--- config.mk ---
export PLATFORM = sky130hd
export DESIGN_NAME = led_blink_id_decoder_top
export DESIGN_NICKNAME = d
export VERILOG_FILES = /design/src/rtl/lbid_pkg.sv /design/src/rtl/lbid_tracker.sv /design/src/rtl/lbid_matcher.sv /design/src/rtl/led_blink_id_decoder_top.sv
export SDC_FILE = /design/constraint.sdc
export NUM_CORES = 1
export LEC_CHECK = 0
export ABC_AREA = 1
export BUFFER_PORTS_ARGS = -buffer_cell sky130_fd_sc_hd__buf_2
export CAP_MARGIN = 20
export CORE_MARGIN = 2
export CORE_UTILIZATION = 45
export CTS_CLUSTER_DIAMETER = 150
export DETAILED_ROUTE_END_ITERATION = 7
export PLACE_DENSITY = 0.68
export SYNTH_ARGS = -nofsm -noshare
export SYNTH_HDL_FRONTEND = slang
export SYNTH_SLANG_ARGS = --single-unit
--- constraint.sdc ---
create_clock -name clock -period 4.2 [get_ports clock]
set_clock_uncertainty 0.1 [all_clocks]
set_input_delay 0.21 -clock clock [delete_from_list [all_inputs] [get_ports clock]]
set_output_delay 0.21 -clock clock [all_outputs]
set_load 0.01 [all_outputs]
--- src/rtl/lbid_pkg.sv ---
`timescale 1ns / 1ps
`default_nettype none
// ----------------------------------------------------------------------------
// lbid_pkg: shared constants and types of the led blink id decoder
// widths, register indexes and the lookup table layout
// ----------------------------------------------------------------------------
package lbid_pkg;

   localparam int MAX_FRAMES_DEFAULT = 256;
   localparam int ID_ENTRIES_DEFAULT = 16;

   localparam int TABLE_ENTRIES = 16;
   localparam int ID_W          = 4;
   localparam int COUNT_W       = 5;
   localparam int MEAS_W        = 8;
   localparam int CSR_DATA_W    = 64;
   localparam int CSR_ADDR_W    = 6;
   localparam int REG_INDEX_W   = 3;

   localparam logic [REG_INDEX_W-1:0] REG_PERIOD_LOW  = 3'd0;
   localparam logic [REG_INDEX_W-1:0] REG_PERIOD_HIGH = 3'd1;
   localparam logic [REG_INDEX_W-1:0] REG_ON_LOW      = 3'd2;
   localparam logic [REG_INDEX_W-1:0] REG_ON_HIGH     = 3'd3;
   localparam logic [REG_INDEX_W-1:0] REG_ID_COUNT    = 3'd4;

   typedef struct packed {
      logic [CSR_DATA_W-1:0] period_high;
      logic [CSR_DATA_W-1:0] period_low;
      logic [CSR_DATA_W-1:0] on_high;
      logic [CSR_DATA_W-1:0] on_low;
      logic [COUNT_W-1:0]    id_count;
   } id_table_type;

endpackage
`default_nettype wire

--- src/rtl/lbid_tracker.sv ---
`timescale 1ns / 1ps
`default_nettype none
// ----------------------------------------------------------------------------
// lbid_tracker: edge tracker of the presence bit stream
// keeps the positions of the first three transitions and, on the last item,
// holds measured period and on-time in a snapshot register for the matcher
// ----------------------------------------------------------------------------
module lbid_tracker #(
   parameter int MAX_FRAMES = lbid_pkg::MAX_FRAMES_DEFAULT,
   parameter int FRAME_W    = $clog2(MAX_FRAMES)
) (
   input  wire logic               clock,
   input  wire logic               reset,
   input  wire logic               accept,
   input  wire logic               led_on,
   input  wire logic               last,
   input  wire logic               advance,
   output logic                    meas_valid,
   output logic                    meas_enough,
   output logic [FRAME_W-1:0]      meas_period,
   output logic [FRAME_W-1:0]      meas_on
);

   localparam logic [FRAME_W-1:0] FRAME_LAST = FRAME_W'(MAX_FRAMES - 1);

   logic               prev_ff, prev_in;
   logic               have_prev_ff, have_prev_in;
   logic [FRAME_W-1:0] frame_ff, frame_in;
   logic [1:0]         count_ff, count_in;
   logic               rising_ff, rising_in;
   logic [FRAME_W-1:0] pos_ff [3];
   logic [FRAME_W-1:0] pos_in [3];
   logic               meas_valid_ff, meas_valid_in;
   logic               enough_ff;
   logic [FRAME_W-1:0] period_ff;
   logic [FRAME_W-1:0] on_ff;
   logic               edge_seen;
   logic [FRAME_W-1:0] edge_pos;
   logic               rising_upd;
   logic [1:0]         count_upd;

   always_comb begin
      edge_seen  = have_prev_ff && (led_on != prev_ff) && (count_ff != 2'd3);
      edge_pos   = frame_ff - FRAME_W'(1);
      count_upd  = edge_seen ? count_ff + 2'd1 : count_ff;
      rising_upd = (edge_seen && (count_ff == 2'd0)) ? led_on : rising_ff;
      for (int k = 0; k < 3; k++) begin
         pos_in[k] = (edge_seen && (count_ff == 2'(k))) ? edge_pos : pos_ff[k];
      end

      prev_in       = prev_ff;
      have_prev_in  = have_prev_ff;
      frame_in      = frame_ff;
      count_in      = count_ff;
      rising_in     = rising_ff;
      meas_valid_in = meas_valid_ff;
      if (advance) begin
         meas_valid_in = 1'b0;
      end
      if (accept) begin
         if (last) begin
            // sequence ends: clear the tracking state
            prev_in       = 1'b0;
            have_prev_in  = 1'b0;
            frame_in      = '0;
            count_in      = 2'd0;
            rising_in     = 1'b0;
            meas_valid_in = 1'b1;
         end else begin
            prev_in      = led_on;
            have_prev_in = 1'b1;
            frame_in     = (frame_ff != FRAME_LAST) ? frame_ff + FRAME_W'(1) : frame_ff;
            count_in     = count_upd;
            rising_in    = rising_upd;
         end
      end
   end

   always_ff @(posedge clock) begin
      if (reset) begin
         prev_ff       <= 1'b0;
         have_prev_ff  <= 1'b0;
         frame_ff      <= '0;
         count_ff      <= 2'd0;
         rising_ff     <= 1'b0;
         meas_valid_ff <= 1'b0;
      end else begin
         prev_ff       <= prev_in;
         have_prev_ff  <= have_prev_in;
         frame_ff      <= frame_in;
         count_ff      <= count_in;
         rising_ff     <= rising_in;
         meas_valid_ff <= meas_valid_in;
      end
   end

   always_ff @(posedge clock) begin
      if (accept) begin
         for (int k = 0; k < 3; k++) begin
            pos_ff[k] <= pos_in[k];
         end
      end
      if (accept && last) begin
         enough_ff <= (count_upd == 2'd3);
         period_ff <= pos_in[2] - pos_in[0];
         on_ff     <= rising_upd ? pos_in[1] - pos_in[0] : pos_in[2] - pos_in[1];
      end
   end

   assign meas_valid  = meas_valid_ff;
   assign meas_enough = enough_ff;
   assign meas_period = period_ff;
   assign meas_on     = on_ff;

endmodule
`default_nettype wire

--- src/rtl/lbid_matcher.sv ---
`timescale 1ns / 1ps
`default_nettype none
// ----------------------------------------------------------------------------
// lbid_matcher: id table compare
// compares period and on-time against the entries below the id count and
// picks the lowest matching id from 1 upward, then saturates the measurements
// ----------------------------------------------------------------------------
module lbid_matcher #(
   parameter int ID_ENTRIES = lbid_pkg::ID_ENTRIES_DEFAULT,
   parameter int FRAME_W    = $clog2(lbid_pkg::MAX_FRAMES_DEFAULT)
) (
   input  wire lbid_pkg::id_table_type         table_cfg,
   input  wire logic                           enough,
   input  wire logic [FRAME_W-1:0]             period,
   input  wire logic [FRAME_W-1:0]             on_time,
   output logic [lbid_pkg::ID_W-1:0]           object_id,
   output logic                                identified,
   output logic [lbid_pkg::MEAS_W-1:0]         period_frames,
   output logic [lbid_pkg::MEAS_W-1:0]         on_frames
);

   localparam int CW = ((FRAME_W > lbid_pkg::MEAS_W) ? FRAME_W : lbid_pkg::MEAS_W) + 1;
   localparam logic [CW-1:0] MEAS_MAX = CW'((1 << lbid_pkg::MEAS_W) - 1);

   logic [2*lbid_pkg::CSR_DATA_W-1:0] period_bytes;
   logic [2*lbid_pkg::CSR_DATA_W-1:0] on_bytes;
   logic [CW-1:0]                     p_ext, t_ext, mp, mt;
   logic [ID_ENTRIES-1:0]             hit;
   logic                              found;
   logic [lbid_pkg::ID_W-1:0]         vid;

   always_comb begin
      period_bytes = {table_cfg.period_high, table_cfg.period_low};
      on_bytes     = {table_cfg.on_high, table_cfg.on_low};
      mp           = CW'(period);
      mt           = CW'(on_time);
      hit          = '0;
      for (int id = 1; id < ID_ENTRIES; id++) begin
         p_ext   = CW'(period_bytes[id*lbid_pkg::MEAS_W +: lbid_pkg::MEAS_W]);
         t_ext   = CW'(on_bytes[id*lbid_pkg::MEAS_W +: lbid_pkg::MEAS_W]);
         hit[id] = (lbid_pkg::COUNT_W'(id) < table_cfg.id_count)
                && ((mp == p_ext) || (mp == p_ext + CW'(1)) || (mp + CW'(1) == p_ext))
                && ((mt == t_ext) || (mt == t_ext + CW'(1)) || (mt + CW'(1) == t_ext));
      end
      // lowest id wins
      found = 1'b0;
      vid   = '0;
      for (int id = 1; id < ID_ENTRIES; id++) begin
         if (!found && hit[id]) begin
            found = 1'b1;
            vid   = lbid_pkg::ID_W'(id);
         end
      end

      if (enough) begin
         object_id     = vid;
         identified    = found;
         period_frames = (mp > MEAS_MAX) ? lbid_pkg::MEAS_W'(MEAS_MAX)
                                         : lbid_pkg::MEAS_W'(mp);
         on_frames     = (mt > MEAS_MAX) ? lbid_pkg::MEAS_W'(MEAS_MAX)
                                         : lbid_pkg::MEAS_W'(mt);
      end else begin
         object_id     = '0;
         identified    = 1'b0;
         period_frames = '0;
         on_frames     = '0;
      end
   end

endmodule
`default_nettype wire

--- src/rtl/led_blink_id_decoder_top.sv ---
`timescale 1ns / 1ps
`default_nettype none
// ----------------------------------------------------------------------------
// led_blink_id_decoder_top: led blink id decoder
// identifies a tracked object from its blink period and on-time
//
//   channel | direction | handshake           | payload
//   req     | in        | req_valid/req_stall | req_led_on, req_last
//   rsp     | out       | rsp_valid/rsp_stall | rsp_object_id, rsp_identified,
//           |           |                     | rsp_period_frames, rsp_on_frames
//   csr     | in/out    | apb, pready high    | 64 bit registers at 8*index
//
// one item per cycle while req_stall is low; a result passes from its last item
// through the snapshot register and the table compare into the output register
// reset is synchronous and clears the tracking state and the configuration registers
// req_stall rises only when the snapshot and output registers are both full
// and rsp_stall holds the output
// ----------------------------------------------------------------------------
module led_blink_id_decoder_top #(
   parameter int MAX_FRAMES = lbid_pkg::MAX_FRAMES_DEFAULT,
   parameter int ID_ENTRIES = lbid_pkg::ID_ENTRIES_DEFAULT
) (
   input  wire logic                               clock,
   input  wire logic                               reset,
   input  wire logic                               req_valid,
   output logic                                    req_stall,
   input  wire logic                               req_led_on,
   input  wire logic                               req_last,
   output logic                                    rsp_valid,
   input  wire logic                               rsp_stall,
   output logic [lbid_pkg::ID_W-1:0]               rsp_object_id,
   output logic                                    rsp_identified,
   output logic [lbid_pkg::MEAS_W-1:0]             rsp_period_frames,
   output logic [lbid_pkg::MEAS_W-1:0]             rsp_on_frames,
   input  wire logic                               csr_psel,
   input  wire logic                               csr_penable,
   input  wire logic                               csr_pwrite,
   input  wire logic [lbid_pkg::CSR_ADDR_W-1:0]    csr_paddr,
   input  wire logic [lbid_pkg::CSR_DATA_W-1:0]    csr_pwdata,
   output logic [lbid_pkg::CSR_DATA_W-1:0]         csr_prdata,
   output logic                                    csr_pready
);

   localparam int FRAME_W = $clog2(MAX_FRAMES);

   lbid_pkg::id_table_type              table_ff, table_in;
   logic [lbid_pkg::REG_INDEX_W-1:0]    reg_index;
   logic                                csr_write;

   logic                                accept;
   logic                                out_free;
   logic                                advance;
   logic                                meas_valid;
   logic                                meas_enough;
   logic [FRAME_W-1:0]                  meas_period;
   logic [FRAME_W-1:0]                  meas_on;

   logic [lbid_pkg::ID_W-1:0]           match_id;
   logic                                match_found;
   logic [lbid_pkg::MEAS_W-1:0]         match_period;
   logic [lbid_pkg::MEAS_W-1:0]         match_on;

   logic                                rsp_valid_ff, rsp_valid_in;
   logic [lbid_pkg::ID_W-1:0]           object_id_ff;
   logic                                identified_ff;
   logic [lbid_pkg::MEAS_W-1:0]         period_ff;
   logic [lbid_pkg::MEAS_W-1:0]         on_ff;

   // configuration registers
   assign reg_index  = csr_paddr[lbid_pkg::CSR_ADDR_W-1 -: lbid_pkg::REG_INDEX_W];
   assign csr_write  = csr_psel && csr_penable && csr_pwrite;
   assign csr_pready = 1'b1;

   always_comb begin
      table_in = table_ff;
      if (csr_write) begin
         case (reg_index)
            lbid_pkg::REG_PERIOD_LOW:  table_in.period_low  = csr_pwdata;
            lbid_pkg::REG_PERIOD_HIGH: table_in.period_high = csr_pwdata;
            lbid_pkg::REG_ON_LOW:      table_in.on_low      = csr_pwdata;
            lbid_pkg::REG_ON_HIGH:     table_in.on_high     = csr_pwdata;
            lbid_pkg::REG_ID_COUNT:    table_in.id_count    =
               csr_pwdata[lbid_pkg::COUNT_W-1:0];
            default: ;
         endcase
      end
   end

   always_comb begin
      case (reg_index)
         lbid_pkg::REG_PERIOD_LOW:  csr_prdata = table_ff.period_low;
         lbid_pkg::REG_PERIOD_HIGH: csr_prdata = table_ff.period_high;
         lbid_pkg::REG_ON_LOW:      csr_prdata = table_ff.on_low;
         lbid_pkg::REG_ON_HIGH:     csr_prdata = table_ff.on_high;
         lbid_pkg::REG_ID_COUNT:    csr_prdata = lbid_pkg::CSR_DATA_W'(table_ff.id_count);
         default:                   csr_prdata = '0;
      endcase
   end

   always_ff @(posedge clock) begin
      if (reset) begin
         table_ff <= '0;
      end else begin
         table_ff <= table_in;
      end
   end

   // flow control
   assign out_free  = !rsp_valid_ff || !rsp_stall;
   assign advance   = meas_valid && out_free;
   assign req_stall = meas_valid && !out_free;
   assign accept    = req_valid && !req_stall;

   lbid_tracker #(
      .MAX_FRAMES (MAX_FRAMES),
      .FRAME_W    (FRAME_W)
   ) u_tracker (
      .clock       (clock),
      .reset       (reset),
      .accept      (accept),
      .led_on      (req_led_on),
      .last        (req_last),
      .advance     (advance),
      .meas_valid  (meas_valid),
      .meas_enough (meas_enough),
      .meas_period (meas_period),
      .meas_on     (meas_on)
   );

   lbid_matcher #(
      .ID_ENTRIES (ID_ENTRIES),
      .FRAME_W    (FRAME_W)
   ) u_matcher (
      .table_cfg     (table_ff),
      .enough        (meas_enough),
      .period        (meas_period),
      .on_time       (meas_on),
      .object_id     (match_id),
      .identified    (match_found),
      .period_frames (match_period),
      .on_frames     (match_on)
   );

   // result register
   always_comb begin
      rsp_valid_in = rsp_valid_ff;
      if (advance) begin
         rsp_valid_in = 1'b1;
      end else if (rsp_valid_ff && !rsp_stall) begin
         rsp_valid_in = 1'b0;
      end
   end

   always_ff @(posedge clock) begin
      if (reset) begin
         rsp_valid_ff <= 1'b0;
      end else begin
         rsp_valid_ff <= rsp_valid_in;
      end
   end

   always_ff @(posedge clock) begin
      if (advance) begin
         object_id_ff  <= match_id;
         identified_ff <= match_found;
         period_ff     <= match_period;
         on_ff         <= match_on;
      end
   end

   assign rsp_valid         = rsp_valid_ff;
   assign rsp_object_id     = object_id_ff;
   assign rsp_identified    = identified_ff;
   assign rsp_period_frames = period_ff;
   assign rsp_on_frames     = on_ff;

   // checks
   a_id_flag : assert property (@(posedge clock) disable iff (reset)
      rsp_valid |-> (rsp_identified == (rsp_object_id != '0)))
      else $error("identified flag disagrees with object id");

   a_last_snap : assert property (@(posedge clock) disable iff (reset)
      (accept && req_last) |=> meas_valid)
      else $error("last item left no snapshot");

   a_rsp_source : assert property (@(posedge clock) disable iff (reset)
      $rose(rsp_valid) |-> $past(meas_valid))
      else $error("result appeared without a snapshot");

endmodule
`default_nettype wire

======== After elaboration in Yosys (flattened, before gate mapping) ========
Memory sizes are Yosys's and may differ from the RTL's.
Cells that the tools add are included.
cells by class
  mux-type cells .......................... 50
  reduce and logical (&&, ||, !) cells .... 145
  eq/ne operators ......................... 100
  add/subtract/negate cells ............... 38
  magnitude comparators ................... 15
operators with widths
  cell                 number
  $pmux 64 s5          1
  $add 8x1->9 const B  32
  $eq 8x9->1           30
  $eq 9x8->1           30
  $eq 8x8->1           30
  $logic_or 1x1->1     61
  $logic_and 1x1->1    56
  $mux 8               6
  $lt 4x5->1 const A   8
  $mux 4               8
  $mux 1               27
  $sub 8x8->8          3
  $lt 3x5->1 const A   4
  $logic_not 1->1      18
  $mux 3               4
  $reduce_and 2->1     6
  $lt 2x5->1 const A   2
  $add 8x1->8 const B  1
  $mux 2               4
  $ne 8x8->1 const B   1
  $sub 8x1->8 const B  1
  $eq 3x2->1 const B   2
  $lt 1x5->1 const A   1
  $eq 2x2->1 const B   2
  9 further kinds      10
word-level totals
  memories kept ........................... 1
  register bits after elaboration ......... 314
  bits in writable memories ............... 24
  output and inout bits ................... 88
memory list
  memory            words  bits a word  rd ports  clocked after memory_dff  write ports  line                text
  u_tracker.pos_ff  3      8            3         0                         3            lbid_tracker.sv:31  logic [FRAME_W-1:0] pos_ff [3];

======== Depth between registers and ports, before layout ========
  depth after elaboration ................. 49
  mapped depth ............................ 24
  gate-level depth less buffers ........... 24

======== Cells and area by module ========
A second synthesis with hierarchy kept.
unflattened totals
  cells, all modules ...................... 5,014
  area total of the unflattened synthesis .. 29,642.2 sq um
modules (own cells, without submodules)
  module                    area each (sq um)  instances  sequential area each (sq um)  cells each
  led_blink_id_decoder_top  13,320.3           1          5,875.6                       2,079
  lbid_matcher              12,431.9           1          0.0                           2,417
  lbid_tracker              3,890.0            1          1,511.4                       518

======== Least setup slack after synthesis ========
OpenSTA, ideal clock, no wires.
  path type ............................... reg2reg
  start point ............................. register u_tracker.count_ff[0]
  end point ............................... register u_tracker.on_ff[7] (netlist: u_tracker.meas_on[7]) (data pin)
  setup time .............................. 253 ps
  arrival ................................. 3,011 ps
  cell stages (with the launch flop) ...... 22
  path buffers ............................ 0
  clock period less this slack ............ 3,364 ps
  slack ................................... 836 ps
  data required time ...................... 3,847 ps
  path through ............................ dfxtp_1 > ha_1 > nor3_1 > and2_1 > inv_1 > nor2_1 > nand2_1 > o21ai_0 > inv_1 > ha_1 > nand2_1 > nor2_1 > a211oi_1 > nor2_1 > nor2_1 > o21bai_1 > nand2_1 > nand2_1 > a21oi_1 > xor2_1 > nand2_1 > nand2_1
RTL lines
  item                    line                 text
  start, declared         lbid_tracker.sv:29   logic [1:0] count_ff, count_in;
  start signal, assigned  lbid_tracker.sv:91   count_ff <= count_in;
  end signal, assigned    lbid_tracker.sv:106  on_ff <= rising_upd ? pos_in[1] - pos_in[0] : pos_in[2] - pos_in[1];
  end, declared           lbid_tracker.sv:36   logic [FRAME_W-1:0] on_ff;

==> impl_metrics.py <==
metrics = {
    "outcome": {
        "status": "finished, final reports clean",
    },
    "timing": {
        "rsz0062_at_grt": "false",
        "worst_slack_ns": 0.426,
        "finalMaxSlewViolations": 0,
        "hold_violations": 0,
        "setup_viol": 0,
        "clock.fmax_mhz": 265,
        "fin_crit_ns": 3.77,
        "worstMarginPinSlew_ns": 1.03,
        "post-route-period-util_pct": 89.9,
        "tns_ns": 0,
        "relSlewSlack_pct": 31.0,
        "hold-worst-slack_ns": 0.0620,
    },
    "power_and_ir_drop": {
        "vdd_drop_max_uv": 288,
        "powerDensity_mw_per_mm2": 305,
        "leakage_nw": 13.6,
    },
    "floorplan": {
        "die_w_um": 249,
        "die_height_um": 249,
        "core_area_mm2": 0.0590,
        "boundaryPins": 167,
        "floorplan.initialDensity_pct": 45.6,
        "fp.dieArea_mm2": 0.0618,
        "rows": 89,
    },
    "critical_path": {
        "r2r_cells": 21,
        "cp-end-kind": "register",
        "crit_family": "simple AND/OR/NAND/NOR gates",
        "cp_slowest_cell": "nor2_1",
        "crit_fanout": 6,
        "arrival_ns": 4.02,
        "critical_path_buf_inv_count": 2,
        "cp-start-kind": "register",
        "slowest_delay_ns": 0.45,
        "crit_path_frequent_cell": "nand2_1",
        "critical_path.cell_chain": "ha_1 > nor3_1 > and2_1 > inv_1 > nor2_1 > nand2_1 > o21ai_0 > inv_1 > ha_1 > nand2_1 > nor2_1 > a211oi_1 > nor2_1 > nor2_1 > o21bai_1 > nand2_1 > nand2_1 > a21oi_1 > xor2_1 > nand2_1 > nand2_1",
        "cp_data_required_time_ns": 4.45,
        "crit_cells": 21,
        "path_class": "register to register",
    },
    "clock_network": {
        "clk_pin_slew_ns": 0.06,
        "ctsResizeCount": 0,
        "htree_levels": 2,
        "clk-insertion-delay-late_ns": 0.61,
        "cts_buffers": 42,
        "tritoncts": "done",
        "clock-root-buffer": "clkbuf_16",
        "cts_buffer_depth": 3,
        "clkSinkCount": 338,
    },
    "placed_design": {
        "io_buffers": 162,
        "place_ws_ns": 0.442,
        "hpwl_um": 82900,
        "gp_congestion": 0.995,
        "placed_area_mm2": 0.0285,
        "dp_cells": 5015,
    },
    "logic_synthesis": {
        "synth-async-reset-ratio_pct": 0,
        "synth_area_mm2": 0.0269,
        "synth_edf_count": 62,
        "avgSynthCellArea_um2": 6.43,
        "synth_fp_nets": 4328,
        "ys_seq_area_share_pct": 27.5,
        "syn_inst": 4187,
        "ys.warnings.count": 0,
        "yosys_register_bits": 338,
        "synthFlopType": "dfxtp_1",
        "ys_types": 65,
    },
    "grt": {
        "grt_max_degree": 129,
        "antenna_found_initial": 3,
        "grtUsageTotal_pct": 34.8,
        "grt_pass1_vias": 27059,
        "grt_pass1_wl_um": 166000,
        "gr-total-overflow": 0,
    },
    "run": {
        "max_cap_viol_count": 0,
    },
    "worst_hold_path": {
        "worstHoldPathType": "input port to register",
        "whs_path_depth": 4,
    },
    "drt": {
        "dr.pass1.iters": 5,
        "post-route-drc-count": 0,
        "antenna_left": 0,
        "wl_um": 111000,
        "viasPerCell": 5.71,
        "vias": 29492,
        "drtIter0Drc": 3544,
        "wl_per_cell_um": 21.6,
    },
    "layout": {
        "areaGrowthSynthToFinish_pct": 13.4,
        "fill_cells": 5975,
        "design_area_mm2": 0.0305,
        "diodes": 0,
        "final_layout_size_suffix_gt1_share_pct": 9.11,
        "layout_common_cells": "924 x nand2_1, 563 x nor2_1, 441 x inv_1, 388 x o21ai_0, 276 x dfxtp_1",
        "multi_input_area_mm2": 0.0169,
        "fin_cells": 5163,
        "mostFrequentLayoutCell": "nand2_1",
        "finalNetCount": 4498,
        "seqCellArea_mm2": 0.00739,
    },
}
==> cells by family (layout without fill, tap and decap cells) <==
group | after synthesis | in the layout | synth area share, %
adder cells (fa/ha/maj) | 62 | 62 | 2.97
other | 1 | 1 | 0.0139
AO/OA/AOI/OAI | 800 | 800 | 16.3
flip-flops | 338 | 338 | 27.5
XOR/XNOR | 360 | 360 | 11.7
multiplexers | 8 | 8 | 0.326
AND/OR/NAND/NOR | 1975 | 1975 | 31.4
buffers and inverters | 643 | 846 | 9.77
==> stage by stage <==
step / total power, mW / util, %
2_1_floorplan: 4.96 / -
3_3_place_gp: 5.60 / 48.2
3_5_place_dp: 5.61 / 48.2
4_1_cts: 9.26 / 51.7
5_1_grt: 9.65 / 51.7
6_report: 9.31 / 51.7
==> layer usage <==
layer | global-route usage, % | routed length, um | up-vias
li1 | - | - | 14062
met1 | 44.1 | 43800 | 13443
met2 | 53.6 | 47500 | 1608
met3 | 7.12 | 11500 | 377
met4 | 23.1 | 8440 | 2
met5 | 0 | 11 | -
==> Yosys cell counts (7+ instances only) <==
cell type	instances	area, um^2
a211oi_1	7	52.6
a21oi_1	253	1270
a221oi_1	12	105
a22oi_1	21	158
buf_2	29	145
buf_4	21	158
buf_6	12	135
clkbuf_1	119	447
dfxtp_1	276	5530
edfxtp_1	62	1860
ha_1	59	738
inv_1	445	1670
nand2_1	925	3470
nand2_2	9	56.3
nand3_1	258	1290
nand3_2	13	130
nand3b_1	9	67.6
nand4_1	63	394
nor2_1	566	2120
nor2_4	9	101
nor3_1	48	240
nor4_1	20	125
o2111ai_1	9	78.8
o211ai_1	17	128
o21ai_0	388	1940
o21ai_1	8	40.0
o221ai_1	7	61.3
o22ai_1	46	288
or2_2	23	144
xnor2_1	160	1400
xor2_1	199	1740
==> state kept, by name, indices dropped and copies added (netlist names) <==
name	flops
u_tracker.pos_ff	24
table_ff	261
u_tracker.have_prev_ff	1
u_tracker.count_ff	2
u_tracker.meas_period	8
rsp_object_id	4
u_tracker.meas_on	8
u_tracker.meas_enough	1
u_tracker.prev_ff	1
rsp_on_frames	8
u_tracker.frame_ff	8
rsp_identified	1
u_tracker.rising_ff	1
rsp_period_frames	8
u_tracker.meas_valid	1
rsp_valid	1
==> area by class of cell <==
type / count / area share [%]
clock buffers: 60 / 3.98
clock inverters: 17 / 0.386
flip-flops and latches: 338 / 24.2
well taps: 773 / 3.17
repair buffers: 309 / 7.02
multi-input cells: 3206 / 55.5
inverters: 460 / 5.72
==> tightest hold or removal path, stage by stage <==
cell and delay [ns]:
buf_2 0.07, nand2_1 0.23, nand2_1 0.13, a21oi_1 0.05
==> repair_timing <==
item,CTS,global route
endpoints found under the setup margin,0,0
hold buffers,71,0
buffers inserted,0,0
hold endpoints to repair,266,0
==> report_power, final <==
part / switching (mW) / internal, mW / leakage, nW
logic: 1.43 / 0.726 / 10.1
registers: 0.108 / 3.39 / 2.82
clock network: 1.62 / 2.03 / 0.654
total: 3.16 / 6.15 / 13.6
==> worst paths after layout <==
check | from | to | slack [ns]
max | u_tracker.count_ff[0] | u_tracker.meas_on[7] | 0.43
min | req_valid | u_tracker.rising_ff | 0.06
max reg2reg | u_tracker.count_ff[0] | u_tracker.meas_on[7] | 0.43
min reg2reg | u_tracker.have_prev_ff | u_tracker.have_prev_ff | 0.37
Note: power is estimated with default switching activity, not from simulation.
